**config.mk**
```make
export PLATFORM = sky130hd
export DESIGN_NAME = interval_timer_catchup
export DESIGN_NICKNAME = d
export VERILOG_FILES = /design/src/hw/rtl/itc_pkg.sv /design/src/hw/rtl/interval_timer_catchup.sv /design/src/hw/rtl/itc_ctrl.sv /design/src/hw/rtl/itc_dp.sv
export SDC_FILE = /design/constraint.sdc
export NUM_CORES = 1
export LEC_CHECK = 0
export BUFFER_PORTS_ARGS = -buffer_cell sky130_fd_sc_hd__buf_4
export CAP_MARGIN = 20
export CELL_PAD_IN_SITES_DETAIL_PLACEMENT = 0
export CELL_PAD_IN_SITES_GLOBAL_PLACEMENT = 1
export CORE_MARGIN = 2
export CORE_UTILIZATION = 40
export DETAILED_ROUTE_END_ITERATION = 6
export PLACE_DENSITY = 0.72
export SKIP_LAST_GASP = 1
export SLEW_MARGIN = 20
export SYNTH_ARGS = -nofsm -noshare
export SYNTH_HDL_FRONTEND = slang
export SYNTH_SLANG_ARGS = --single-unit
export TNS_END_PERCENT = 50
```
**constraint.sdc**
```tcl
create_clock -name clk -period 14.5 [get_ports clk]
set_clock_uncertainty 0.15 [all_clocks]
set_input_delay 2.175 -clock clk [delete_from_list [all_inputs] [get_ports clk]]
set_output_delay 2.175 -clock clk [all_outputs]
set_load 0.1 [all_outputs]
```
**src/hw/rtl/itc_pkg.sv**
```systemverilog
// Shared types, constants and command codes for the interval timer.
`timescale 1ns / 1ps
`default_nettype none

package itc_pkg;

  // Time, counter and interval widths
  localparam int TIME_BITS  = 48;
  localparam int COUNT_BITS = 16;
  localparam int IV_BITS    = 32;
  localparam int STEP_W     = $clog2(TIME_BITS);

  localparam logic [IV_BITS-1:0]    INTERVAL_RST = IV_BITS'(1000);
  localparam logic [COUNT_BITS-1:0] CNT_MAX      = '1;
  localparam logic [STEP_W-1:0]     STEP_LAST    = STEP_W'(TIME_BITS - 1);

  // Command codes carried by the action field
  localparam logic [2:0] ACT_START    = 3'd0;
  localparam logic [2:0] ACT_ONESHOT  = 3'd1;
  localparam logic [2:0] ACT_ALIGN    = 3'd2;
  localparam logic [2:0] ACT_AT       = 3'd3;
  localparam logic [2:0] ACT_STOP     = 3'd4;
  localparam logic [2:0] ACT_UPDATE   = 3'd5;

  typedef enum logic [2:0] {
    ST_IDLE,
    ST_LOAD,
    ST_DIV,
    ST_FIN,
    ST_OUT
  } itc_state_t;

  // Controller to datapath
  typedef struct packed {
    logic capture;
    logic div_load;
    logic div_step;
    logic commit;
  } itc_cmd_t;

  // Datapath to controller
  typedef struct packed {
    logic need_div;
  } itc_sts_t;

endpackage

`default_nettype wire

```
**src/hw/rtl/interval_timer_catchup.sv**
```systemverilog
// Top level of the millisecond interval timer with catch-up reporting.
//
// Usage: each input item is a command (in_action) with the current time
// (in_now_ms) and a reference time (in_ref_time_ms), sent on a valid/stall
// channel. Every command returns exactly one result item on the out_ channel:
// elapsed flag, saturating fire count, first and last due times, running flag
// and the deadline left armed. The period is written through cfg_wr_en /
// cfg_interval_ms while no command is in flight; it resets to 1000 ms.
// Timing: one command at a time. A command without division passes through the
// load, finish and output states after accept. An aligned start whose reference
// is not after now, or a periodic update that found the deadline reached, also
// runs a 48-step restoring divider between load and finish, one quotient bit per
// cycle. The next command is taken the cycle after the result is taken.
// in_stall is high from accept until the result leaves; a stalled result holds
// its value. Synchronous active-low reset stops the timer, clears the deadline
// and empties the pipeline.
`timescale 1ns / 1ps
`default_nettype none

module interval_timer_catchup (
  input  wire logic                          clk,
  input  wire logic                          rst_n,
  input  wire logic                          cfg_wr_en,
  input  wire logic [itc_pkg::IV_BITS-1:0]   cfg_interval_ms,
  input  wire logic                          in_valid,
  output logic                               in_stall,
  input  wire logic [2:0]                    in_action,
  input  wire logic [itc_pkg::TIME_BITS-1:0] in_now_ms,
  input  wire logic [itc_pkg::TIME_BITS-1:0] in_ref_time_ms,
  output logic                               out_valid,
  input  wire logic                          out_stall,
  output logic                               out_elapsed,
  output logic [itc_pkg::COUNT_BITS-1:0]     out_fire_count,
  output logic [itc_pkg::TIME_BITS-1:0]      out_first_due_ms,
  output logic [itc_pkg::TIME_BITS-1:0]      out_last_due_ms,
  output logic                               out_running,
  output logic [itc_pkg::TIME_BITS-1:0]      out_next_deadline_ms
);
  import itc_pkg::*;

  itc_cmd_t cmd;
  itc_sts_t sts;

  // Sequencer
  itc_ctrl u_ctrl (
    .clk       (clk),
    .rst_n     (rst_n),
    .in_valid  (in_valid),
    .in_stall  (in_stall),
    .out_valid (out_valid),
    .out_stall (out_stall),
    .sts       (sts),
    .cmd       (cmd)
  );

  // Datapath
  itc_dp u_dp (
    .clk                  (clk),
    .rst_n                (rst_n),
    .cmd                  (cmd),
    .sts                  (sts),
    .cfg_wr_en            (cfg_wr_en),
    .cfg_interval_ms      (cfg_interval_ms),
    .in_action            (in_action),
    .in_now_ms            (in_now_ms),
    .in_ref_time_ms       (in_ref_time_ms),
    .out_elapsed          (out_elapsed),
    .out_fire_count       (out_fire_count),
    .out_first_due_ms     (out_first_due_ms),
    .out_last_due_ms      (out_last_due_ms),
    .out_running          (out_running),
    .out_next_deadline_ms (out_next_deadline_ms)
  );

endmodule

`default_nettype wire

```
**src/hw/rtl/itc_ctrl.sv**
```systemverilog
// Sequencer for the interval timer: accept, divide, commit, deliver.
`timescale 1ns / 1ps
`default_nettype none

module itc_ctrl (
  input  wire logic            clk,
  input  wire logic            rst_n,
  input  wire logic            in_valid,
  output logic                 in_stall,
  output logic                 out_valid,
  input  wire logic            out_stall,
  input  wire itc_pkg::itc_sts_t sts,
  output itc_pkg::itc_cmd_t    cmd
);
  import itc_pkg::*;

  itc_state_t        state_r, state_nxt;
  logic [STEP_W-1:0] step_r, step_nxt;

  // Advance state and divider step count
  always_ff @(posedge clk) begin
    if (!rst_n) begin
      state_r <= ST_IDLE;
      step_r  <= '0;
    end else begin
      state_r <= state_nxt;
      step_r  <= step_nxt;
    end
  end

  // Next state
  always_comb begin
    state_nxt = state_r;
    step_nxt  = step_r;
    unique case (state_r)
      ST_IDLE: begin
        if (in_valid) state_nxt = ST_LOAD;
      end
      ST_LOAD: begin
        step_nxt  = '0;
        state_nxt = sts.need_div ? ST_DIV : ST_FIN;
      end
      ST_DIV: begin
        step_nxt = step_r + 1'b1;
        if (step_r == STEP_LAST) state_nxt = ST_FIN;
      end
      ST_FIN: begin
        state_nxt = ST_OUT;
      end
      ST_OUT: begin
        if (!out_stall) state_nxt = ST_IDLE;
      end
      default: state_nxt = ST_IDLE;
    endcase
  end

  // Outputs
  always_comb begin
    cmd       = '0;
    in_stall  = 1'b1;
    out_valid = 1'b0;
    unique case (state_r)
      ST_IDLE: begin
        in_stall    = 1'b0;
        cmd.capture = in_valid;
      end
      ST_LOAD: cmd.div_load = 1'b1;
      ST_DIV:  cmd.div_step = 1'b1;
      ST_FIN:  cmd.commit   = 1'b1;
      ST_OUT:  out_valid    = 1'b1;
      default: ;
    endcase
  end

  // A result is never offered while an item can be taken
  a_out_blocks_in: assert property (@(posedge clk) disable iff (!rst_n)
    out_valid |-> in_stall) else $error("result shown while input open");

  // A commit is delivered in the next cycle
  a_commit_out: assert property (@(posedge clk) disable iff (!rst_n)
    cmd.commit |=> out_valid) else $error("commit not followed by result");

  // An accepted item starts the load step
  a_accept_load: assert property (@(posedge clk) disable iff (!rst_n)
    (in_valid && !in_stall) |=> (state_r == ST_LOAD)) else $error("accept lost");

  // Divider runs exactly one step per quotient bit
  a_div_len: assert property (@(posedge clk) disable iff (!rst_n)
    (state_r == ST_FIN && $past(state_r) == ST_DIV) |-> ($past(step_r) == STEP_LAST))
    else $error("divider step count wrong");

  // A delivered result frees the block
  a_out_drop: assert property (@(posedge clk) disable iff (!rst_n)
    (out_valid && !out_stall) |=> !out_valid) else $error("result repeated");

endmodule

`default_nettype wire

```
**src/hw/rtl/itc_dp.sv**
```systemverilog
// Timer datapath: command registers, serial divider, timer state and results.
`timescale 1ns / 1ps
`default_nettype none

module itc_dp (
  input  wire logic                          clk,
  input  wire logic                          rst_n,
  input  wire itc_pkg::itc_cmd_t             cmd,
  output itc_pkg::itc_sts_t                  sts,
  input  wire logic                          cfg_wr_en,
  input  wire logic [itc_pkg::IV_BITS-1:0]   cfg_interval_ms,
  input  wire logic [2:0]                    in_action,
  input  wire logic [itc_pkg::TIME_BITS-1:0] in_now_ms,
  input  wire logic [itc_pkg::TIME_BITS-1:0] in_ref_time_ms,
  output logic                               out_elapsed,
  output logic [itc_pkg::COUNT_BITS-1:0]     out_fire_count,
  output logic [itc_pkg::TIME_BITS-1:0]      out_first_due_ms,
  output logic [itc_pkg::TIME_BITS-1:0]      out_last_due_ms,
  output logic                               out_running,
  output logic [itc_pkg::TIME_BITS-1:0]      out_next_deadline_ms
);
  import itc_pkg::*;

  logic [IV_BITS-1:0]    interval_r;
  logic [2:0]            act_r;
  logic [TIME_BITS-1:0]  now_r, ref_r;
  logic                  active_r, one_shot_r;
  logic [TIME_BITS-1:0]  deadline_r;
  logic [TIME_BITS-1:0]  quo_r;
  logic [IV_BITS-1:0]    rem_r;

  logic [IV_BITS-1:0]    iv;
  logic [TIME_BITS-1:0]  iv_ext, rem_ext;
  logic [IV_BITS:0]      trial, diff;
  logic                  fits;
  logic                  due;

  logic                  active_nxt, one_shot_nxt;
  logic [TIME_BITS-1:0]  deadline_nxt;
  logic                  elapsed_nxt;
  logic [COUNT_BITS-1:0] count_nxt;
  logic [TIME_BITS-1:0]  first_nxt, last_nxt;

  // Zero interval counts as one
  assign iv      = (interval_r == '0) ? IV_BITS'(1) : interval_r;
  assign iv_ext  = {{(TIME_BITS-IV_BITS){1'b0}}, iv};
  assign rem_ext = {{(TIME_BITS-IV_BITS){1'b0}}, rem_r};
  assign due     = active_r && (now_r >= deadline_r);

  // Division needed for aligned start not in the future and periodic catch-up
  assign sts.need_div = ((act_r == ACT_ALIGN) && (ref_r <= now_r)) ||
                        ((act_r == ACT_UPDATE) && due && !one_shot_r);

  // Restoring divider step
  assign trial = {rem_r, quo_r[TIME_BITS-1]};
  assign diff  = trial - {1'b0, iv};
  assign fits  = (trial >= {1'b0, iv});

  // Hold the period register
  always_ff @(posedge clk) begin
    if (!rst_n) begin
      interval_r <= INTERVAL_RST;
    end else if (cfg_wr_en) begin
      interval_r <= cfg_interval_ms;
    end
  end

  // Capture the command item
  always_ff @(posedge clk) begin
    if (cmd.capture) begin
      act_r <= in_action;
      now_r <= in_now_ms;
      ref_r <= in_ref_time_ms;
    end
  end

  // Load and shift the divider, one quotient bit per cycle
  always_ff @(posedge clk) begin
    if (cmd.div_load) begin
      quo_r <= (act_r == ACT_ALIGN) ? (now_r - ref_r) : (now_r - deadline_r);
      rem_r <= '0;
    end else if (cmd.div_step) begin
      quo_r <= {quo_r[TIME_BITS-2:0], fits};
      rem_r <= fits ? diff[IV_BITS-1:0] : trial[IV_BITS-1:0];
    end
  end

  // Work out the new timer state and the result
  always_comb begin
    active_nxt   = active_r;
    one_shot_nxt = one_shot_r;
    deadline_nxt = deadline_r;
    elapsed_nxt  = 1'b0;
    count_nxt    = '0;
    first_nxt    = '0;
    last_nxt     = '0;
    unique case (act_r)
      ACT_START, ACT_ONESHOT: begin
        active_nxt   = 1'b1;
        one_shot_nxt = (act_r == ACT_ONESHOT);
        deadline_nxt = now_r + iv_ext;
      end
      ACT_ALIGN: begin
        active_nxt   = 1'b1;
        one_shot_nxt = 1'b0;
        // Next grid point after now is now minus remainder plus one period
        deadline_nxt = (ref_r > now_r) ? ref_r : (now_r - rem_ext + iv_ext);
      end
      ACT_AT: begin
        one_shot_nxt = 1'b1;
        active_nxt   = (ref_r >= now_r);
        deadline_nxt = (ref_r >= now_r) ? ref_r : '0;
      end
      ACT_STOP: begin
        active_nxt   = 1'b0;
        deadline_nxt = '0;
      end
      ACT_UPDATE: begin
        if (due) begin
          elapsed_nxt = 1'b1;
          first_nxt   = deadline_r;
          if (one_shot_r) begin
            count_nxt    = COUNT_BITS'(1);
            last_nxt     = deadline_r;
            active_nxt   = 1'b0;
            deadline_nxt = '0;
          end else begin
            if (quo_r >= {{(TIME_BITS-COUNT_BITS){1'b0}}, CNT_MAX}) begin
              count_nxt = CNT_MAX;
            end else begin
              count_nxt = quo_r[COUNT_BITS-1:0] + 1'b1;
            end
            // Last due time is deadline plus whole periods, i.e. now less remainder
            last_nxt     = now_r - rem_ext;
            deadline_nxt = now_r - rem_ext + iv_ext;
          end
        end
      end
      default: ;
    endcase
  end

  // Commit timer state
  always_ff @(posedge clk) begin
    if (!rst_n) begin
      active_r   <= 1'b0;
      one_shot_r <= 1'b0;
      deadline_r <= '0;
    end else if (cmd.commit) begin
      active_r   <= active_nxt;
      one_shot_r <= one_shot_nxt;
      deadline_r <= deadline_nxt;
    end
  end

  // Register the result item
  always_ff @(posedge clk) begin
    if (cmd.commit) begin
      out_elapsed          <= elapsed_nxt;
      out_fire_count       <= count_nxt;
      out_first_due_ms     <= first_nxt;
      out_last_due_ms      <= last_nxt;
      out_running          <= active_nxt;
      out_next_deadline_ms <= active_nxt ? deadline_nxt : '0;
    end
  end

endmodule

`default_nettype wire
```
==> run_results.csv, run 1 <==
group,metric,value,unit
clocking,cts_tree,"built",
timing,final_max_slew_viol_count,0,
placement,hpwl,94.6,mm
logic_synthesis,syn-cell-area,31000,µm²
run,maxCapViolCount,0,
floorplan,die_area,79800,µm²
placement,dpl_cell_area,34200,µm²
critical_path,reg2reg_depth,20,
clocking,postCtsSetupRepairBufs,0,
logic_synthesis,synth_ff_type,"edfxtp_1",
final_layout,drive_gt1_share,12.8,%
grt,grt_max_degree,107,
logic_synthesis,synth_cells,3507,
grt,grt_pass1_vias,26000,
clocking,ctsHoldBuffers,0,
critical_path,crit_buf_inv,1,
logic_synthesis,synth_sequential_area_ratio,37.8,%
critical_path,r2r_setup_slack,8320,ps
floorplan,io_pins,300,
run_status,status,"complete, no violations",
critical_path,cp-start-kind,"flip-flop",
logic_synthesis,avgSynthCellArea,8.85,µm²
critical_path,rr_startpoint,"u_dp.now_r[1]",
worst_hold_path,hold_depth,2,
logic_synthesis,synth_edf_count,309,
critical_path,critPathMostFrequentCell,"a21oi_1",
pwr,p_per_area,154,nW/µm²
clocking,numCtsBuffers,51,
floorplan,fp.coreArea,77100,µm²
floorplan,fp.dieH,283,µm
routing,wl,120,mm
pwr,vdd_drop_max,0.126,mV
placement,dp.cells,4703,
critical_path,crit_path_cell_trace,"inv_1 -> fa_1 -> nand2b_1 -> a21oi_2 -> o21ai_1 -> a21o_1 -> o211ai_1 -> a21oi_1 -> xnor2_1 -> ha_1 -> and2_1 -> nand3_1 -> or3_1 -> o21ai_0 -> a41oi_1 -> o21bai_1 -> nand4_1 -> nor4b_2 -> mux2i_1 -> a21oi_1",
logic_synthesis,async_flop_share,0,%
routing,viasPerCell,5.83,
critical_path,crit_path_end_kind,"flip-flop",
timing,min_period,6180,ps
critical_path,r2r-end,"u_dp.out_next_deadline_ms[47]",
critical_path,crit_path_start,"u_dp.now_r[1]",
routing,drc,0,
final_layout,diodes,0,
final_layout,final_nets,4086,
timing,fmax,162,MHz
critical_path,path_delay_family,"compound AO/OA/AOI/OAI gates",
clocking,clock_path_buffers,3,
logic_synthesis,synth_cell_types,108,
critical_path,cp_slowest_stage_delay,590,ps
pwr,p_leak,14.6,nW
routing,dr.pass1.iters,6,
critical_path,path_max_fanout,7,
floorplan,start_util,40.3,%
logic_synthesis,yosys_register_bits,432,
timing,setup_viol,0,
timing,tightest_slew,1120,ps
worst_hold_path,min_path_type,"flip-flop to flip-flop",
final_layout,postLayoutCellArea,35800,µm²
placement,gp_congestion,0.969,
critical_path,path_class,"flip-flop to flip-flop",
clocking,clk_pin_slew_worst_paths,60,ps
grt,grt_pass1_wl,174,mm
clocking,ctsResizeCount,0,
timing,fin_crit_sh,42.6,%
worst_hold_path,min_from,"u_dp.deadline_r[7]",
timing,worst_slack,8320,ps
clocking,cts.htree.levels,2,
grt,grt_antenna_before_repair,1,
clocking,cts.sinks,432,
routing,drt_iter0_drc,2981,
routing,ant_nets,0,
clocking,clock_latency,620,ps
timing,slew_headroom,23.5,%
clocking,cts-root-buf,"clkbuf_16",
placement,io_buffers,299,
final_layout,instances_no_fill,4798,
floorplan,rows,102,
grt,grt_usage,29.4,%
grt,grt_remaining_overflow,0,
final_layout,area_delta_synth_final,15.4,%
critical_path,cp.required,14680,ps
critical_path,crit_slowest_cell,"edfxtp_1",
timing,rsz0062_at_grt,"false",
critical_path,crit_cells,20,
floorplan,die_width,283,µm
routing,wl_per_cell,25.0,µm
timing,fin_tns_setup,0,ps
routing,num_vias,28000,
worst_hold_path,min_to,"u_dp.deadline_r[7]",
timing,finalHoldViolCount,0,
final_layout,num-fill-cells,7618,
critical_path,arrival,6360,ps
logic_synthesis,yosysWarnings,0,
placement,pre_cts_ws,8420,ps
logic_synthesis,synth_fp_nets,3877,
## worst max-delay path by stage
| stage | end | slack, ps |
|---|---|---|
| after floorplan | u_dp.act_r[0] | 7490 |
| after global placement | u_dp.out_next_deadline_ms[47] | 8610 |
| after detailed placement | u_dp.out_next_deadline_ms[47] | 8420 |
| after CTS | u_dp.out_next_deadline_ms[47] | 8370 |
| after global routing | u_dp.out_next_deadline_ms[47] | 7860 |
| final | u_dp.out_next_deadline_ms[47] | 8320 |
## cells in the mapped netlist, drive strengths merged, types with 35 or more instances
cell	number	area, µm²
inv	233	875
o21bai	38	285
o21ai	219	1100
a211oi	64	498
nor2	351	1320
xnor2	133	1160
a31oi	39	265
nand2b	35	219
o211ai	36	270
clkbuf	142	538
nand3	68	340
nand2	261	985
o21a	40	300
a21oi	353	1790
a21o	135	1020
ha	228	2850
edfxtp	309	9280
nand4	39	250
mux2i	41	410
nor3	57	285
xor2	91	797
dfxtp	123	2460
## metal layers
layer  vias to the layer above  share of wire [%]  track usage (%)
met5                         -             0.0092                0
met1                     13400                 48             45.5
met2                      1109                 41             42.0
met3                       137                7.9             4.22
met4                         2                3.0             8.53
li1                      13300                  -                -
## per-stage QoR
step / hold slack, ps / util [%] / total power, mW
finish: 337 / 46.5 / 5.52
CTS: 337 / 46.5 / 5.49
floorplan: 306 / - / 3.48
global route: 356 / 46.5 / 5.84
detailed placement: 328 / 44.3 / 4.20
global placement: 324 / 44.3 / 4.22
## cell type report
cell class	count	area, µm²	area share (%)
multi-input combinational	2667	17800	49.6
sequential	432	11700	32.8
timing repair buffer	330	2480	6.92
clock buffer	64	1370	3.81
tap	1040	1300	3.63
inverter	234	886	2.47
clock inverter	31	282	0.786
## power by group
part           switching [mW]  total [mW]  internal (mW)
Combinational            1.65        2.60          0.950
Clock                   0.550        1.29          0.739
Sequential              0.153        1.64           1.48
Total                    2.35        5.52           3.17
## worst min-delay path, stage by stage, from the launching register on
cell     delay (ps)
dfxtp_1         330
nand2_1          60
a21oi_1          50
## sequential cells by signal, summed over array words and instances (netlist names)
register,flops
u_ctrl.state_r,3
u_dp.out_last_due_ms,48
u_dp.ref_r,48
u_dp.out_elapsed,1
u_dp.out_running,1
u_dp.out_first_due_ms,48
u_dp.out_next_deadline_ms,48
u_dp.out_fire_count,16
u_dp.one_shot_r,1
u_dp.deadline_r,48
u_dp.quo_r,48
u_dp.interval_r,32
u_ctrl.step_r,6
u_dp.active_r,1
u_dp.act_r,3
u_dp.now_r,48
u_dp.rem_r,32
## cell usage in the layout (no fill, tap or decap), types with 38 or more instances in the layout
cell       count
a211oi_1      62
a21o_1       132
a21oi_1      346
buf_4        330
clkbuf_16     52
dfxtp_1      122
edfxtp_1     309
ha_1         228
inv_1        230
mux2i_1       41
nand2_1      259
nand3_1       68
nand4_1       38
nor2_1       347
nor3_1        56
o21a_1        40
o21ai_0      211
o21bai_1      38
xnor2_1      133
xor2_1        91
## cells by family (layout without fill, tap and decap cells)
kind of cell | Yosys count | after routing | share of synthesized area, %
multiplexers | 42 | 42 | 1.36
AO/OA/AOI/OAI | 1172 | 1172 | 24.7
flip-flops | 432 | 432 | 37.8
buffers and inverters | 408 | 659 | 5.19
AND/OR/NAND/NOR | 995 | 995 | 15.0
XOR/XNOR | 224 | 224 | 6.32
adder cells (fa/ha/maj) | 234 | 234 | 9.58
Note: power is estimated with default switching activity, not from simulation.
==> run 2, diff against run 1 <==
- PLACE_DENSITY: 0.72 -> 0.75
- clock period: 14.5 -> 5.55 ns (I/O delays scaled with it)
==> run 2 against run 1 <==
Sequential cell count unchanged. Sequential power grew to 2.6 times the previous value. Total power grew to 2.7 times the previous value. Register-to-register slack lost 8200 ps. Maximum frequency up 14%. Clock power grew to 2.6 times the previous value. Final cell count is 2.8% higher. Largest power group unchanged. Highest routed layer unchanged.
==> run_results.csv, run 2 (synthesized netlist as in run 1, its figures left out) <==
group,metric,value,unit
floorplan,rows,102,
final_layout,final_common_cell,"buf_4",
clocking,cts-root-buf,"clkbuf_16",
critical_path,r2r-end,"u_dp.out_next_deadline_ms[17]",
grt,grt_max_degree,126,
critical_path,crit_path_start,"u_dp.rem_r[1]",
grt,grt_usage,28.5,%
critical_path,reg2reg_depth,18,
routing,ant_nets,0,
routing,wl_per_cell,23.7,µm
run,maxCapViolCount,0,
clocking,cts.sinks,432,
routing,viasPerCell,5.80,
timing,fmax,185,MHz
floorplan,io_pins,300,
critical_path,arrival,5600,ps
worst_hold_path,min_from,"in_ref_time_ms[13]",
timing,setup_viol,0,
floorplan,die_width,283,µm
routing,drt_iter0_drc,2968,
floorplan,start_util,40.3,%
critical_path,crit_path_end_kind,"flip-flop",
pwr,vdd_drop_max,0.247,mV
critical_path,path_class,"flip-flop to flip-flop",
clocking,clock_path_buffers,3,
timing,rsz0062_at_grt,"true",
pwr,p_leak,15.3,nW
worst_hold_path,min_to,"u_dp.ref_r[13]",
clocking,cts_tree,"built",
floorplan,fp.coreArea,77100,µm²
clocking,clock_latency,630,ps
timing,final_max_slew_viol_count,0,
timing,slew_headroom,26.4,%
timing,fin_crit_sh,97.5,%
final_layout,num-fill-cells,7562,
final_layout,drive_gt1_share,16.2,%
clocking,numCtsBuffers,51,
grt,grt_pass1_vias,26500,
routing,dr.pass1.iters,6,
worst_hold_path,hold_depth,1,
routing,num_vias,28600,
pwr,p_per_area,399,nW/µm²
critical_path,cp.required,5750,ps
critical_path,path_max_fanout,5,
clocking,cts.htree.levels,2,
clocking,clk_pin_slew_worst_paths,70,ps
grt,grt_remaining_overflow,0,
critical_path,r2r_setup_slack,140,ps
placement,io_buffers,299,
critical_path,cp-start-kind,"flip-flop",
routing,drc,0,
placement,gp_congestion,0.964,
floorplan,fp.dieH,283,µm
routing,wl,117,mm
worst_hold_path,min_path_type,"input pin to flip-flop",
final_layout,area_delta_synth_final,19.1,%
placement,hpwl,93.3,mm
timing,finalHoldViolCount,0,
critical_path,rr_startpoint,"u_dp.rem_r[1]",
floorplan,die_area,79800,µm²
final_layout,final_nets,4219,
final_layout,utilization,48.0,%
grt,grt_pass1_wl,169,mm
timing,min_period,5410,ps
final_layout,final_cell_mix,"buf_4, nor2_1, a21oi_1, edfxtp_1, nand2_1",
timing,fin_tns_setup,0,ps
run_status,status,"complete, no violations",
timing,tightest_slew,1080,ps
grt,grt_antenna_before_repair,2,
==> run 2: cell count changes in the layout (fill, tap and decap cells not counted), sizes merged <==
cell	delta
clkbuf	-4
clkinv	+3
diode	+1
clkinvlp	+1
inv	+1
bufinv	-1
buf	+133
==> run 2: final cells by class <==
type | count | area [µm²] | area share, %
well taps | 1040 | 1300 | 3.52
repair buffers | 463 | 3550 | 9.62
flip-flops and latches | 432 | 11700 | 31.8
clock buffers | 60 | 1350 | 3.65
diodes | 1 | 2.50 | 0.00677
clock inverters | 35 | 297 | 0.802
multi-input cells | 2667 | 17800 | 48.2
inverters | 234 | 886 | 2.40
==> run 2: where the power goes <==
part           internal, mW  leakage, nW  switching [mW]
Combinational          2.81         10.5            4.41
Clock                  1.89        0.812            1.45
Sequential             3.88         4.00           0.329
Total                  8.57         15.3            6.19
==> run 2: how the worst max path moves through the flow <==
stage,endpoint,slack (ps),depth (start not counted)
finish,u_dp.out_next_deadline_ms[17],140,18
global route,u_dp.out_next_deadline_ms[17],-20,18
CTS,u_dp.out_next_deadline_ms[41],20,23
detailed placement,u_dp.out_next_deadline_ms[33],40,23
global placement,u_dp.out_next_deadline_ms[33],110,23
floorplan,u_dp.deadline_r[45],560,20
==> run 2: per-layer routing <==
metal | up-vias | part of all wire (%) | global-route usage, %
met5 | - | 0.021 | 0
met4 | 4 | 3.0 | 8.37
met3 | 161 | 9.9 | 6.52
met2 | 1222 | 42 | 41.6
met1 | 13600 | 45 | 41.7
li1 | 13600 | - | -
==> run 2: metrics by stage <==
step | hold WS, ps | setup WS (ps) | cell area [µm²] | total power, mW | std cells
floorplan | 306 | 557 | 31000 | 9.09 | 3507
global placement | 320 | 114 | 35200 | 11.3 | 4835
detailed placement | 325 | 39.1 | 35200 | 11.3 | 4835
CTS | 204 | 19.1 | 36900 | 14.6 | 4930
global route | 213 | -23.2 | 37000 | 15.6 | 4931
finish | 228 | 140 | 37000 | 14.8 | 4932
==> run 2: timing repair <==
| item | CTS | global route |
|---|---|---|
| setup buffers | 0 | 1 |
| hold buffers | 0 | 0 |
| gates resized for setup | 0 | 20 |
| setup endpoints to repair | 0 | 35 |
==> run 2: worst max-delay path, cell delays in order, from the launching register on <==
cell and delay (ps):
dfxtp_1 420, inv_1 90, ha_1 280, nor2b_1 140, o31ai_2 260, a21oi_1 120
buf_4 170, a21oi_1 460, xnor2_1 200, ha_1 290, or3_1 360, o32ai_1 340
o21ai_0 340, a21o_1 260, a221o_1 320, a21oi_1 180, xnor2_1 140, a21oi_1 480
nor2_1 130
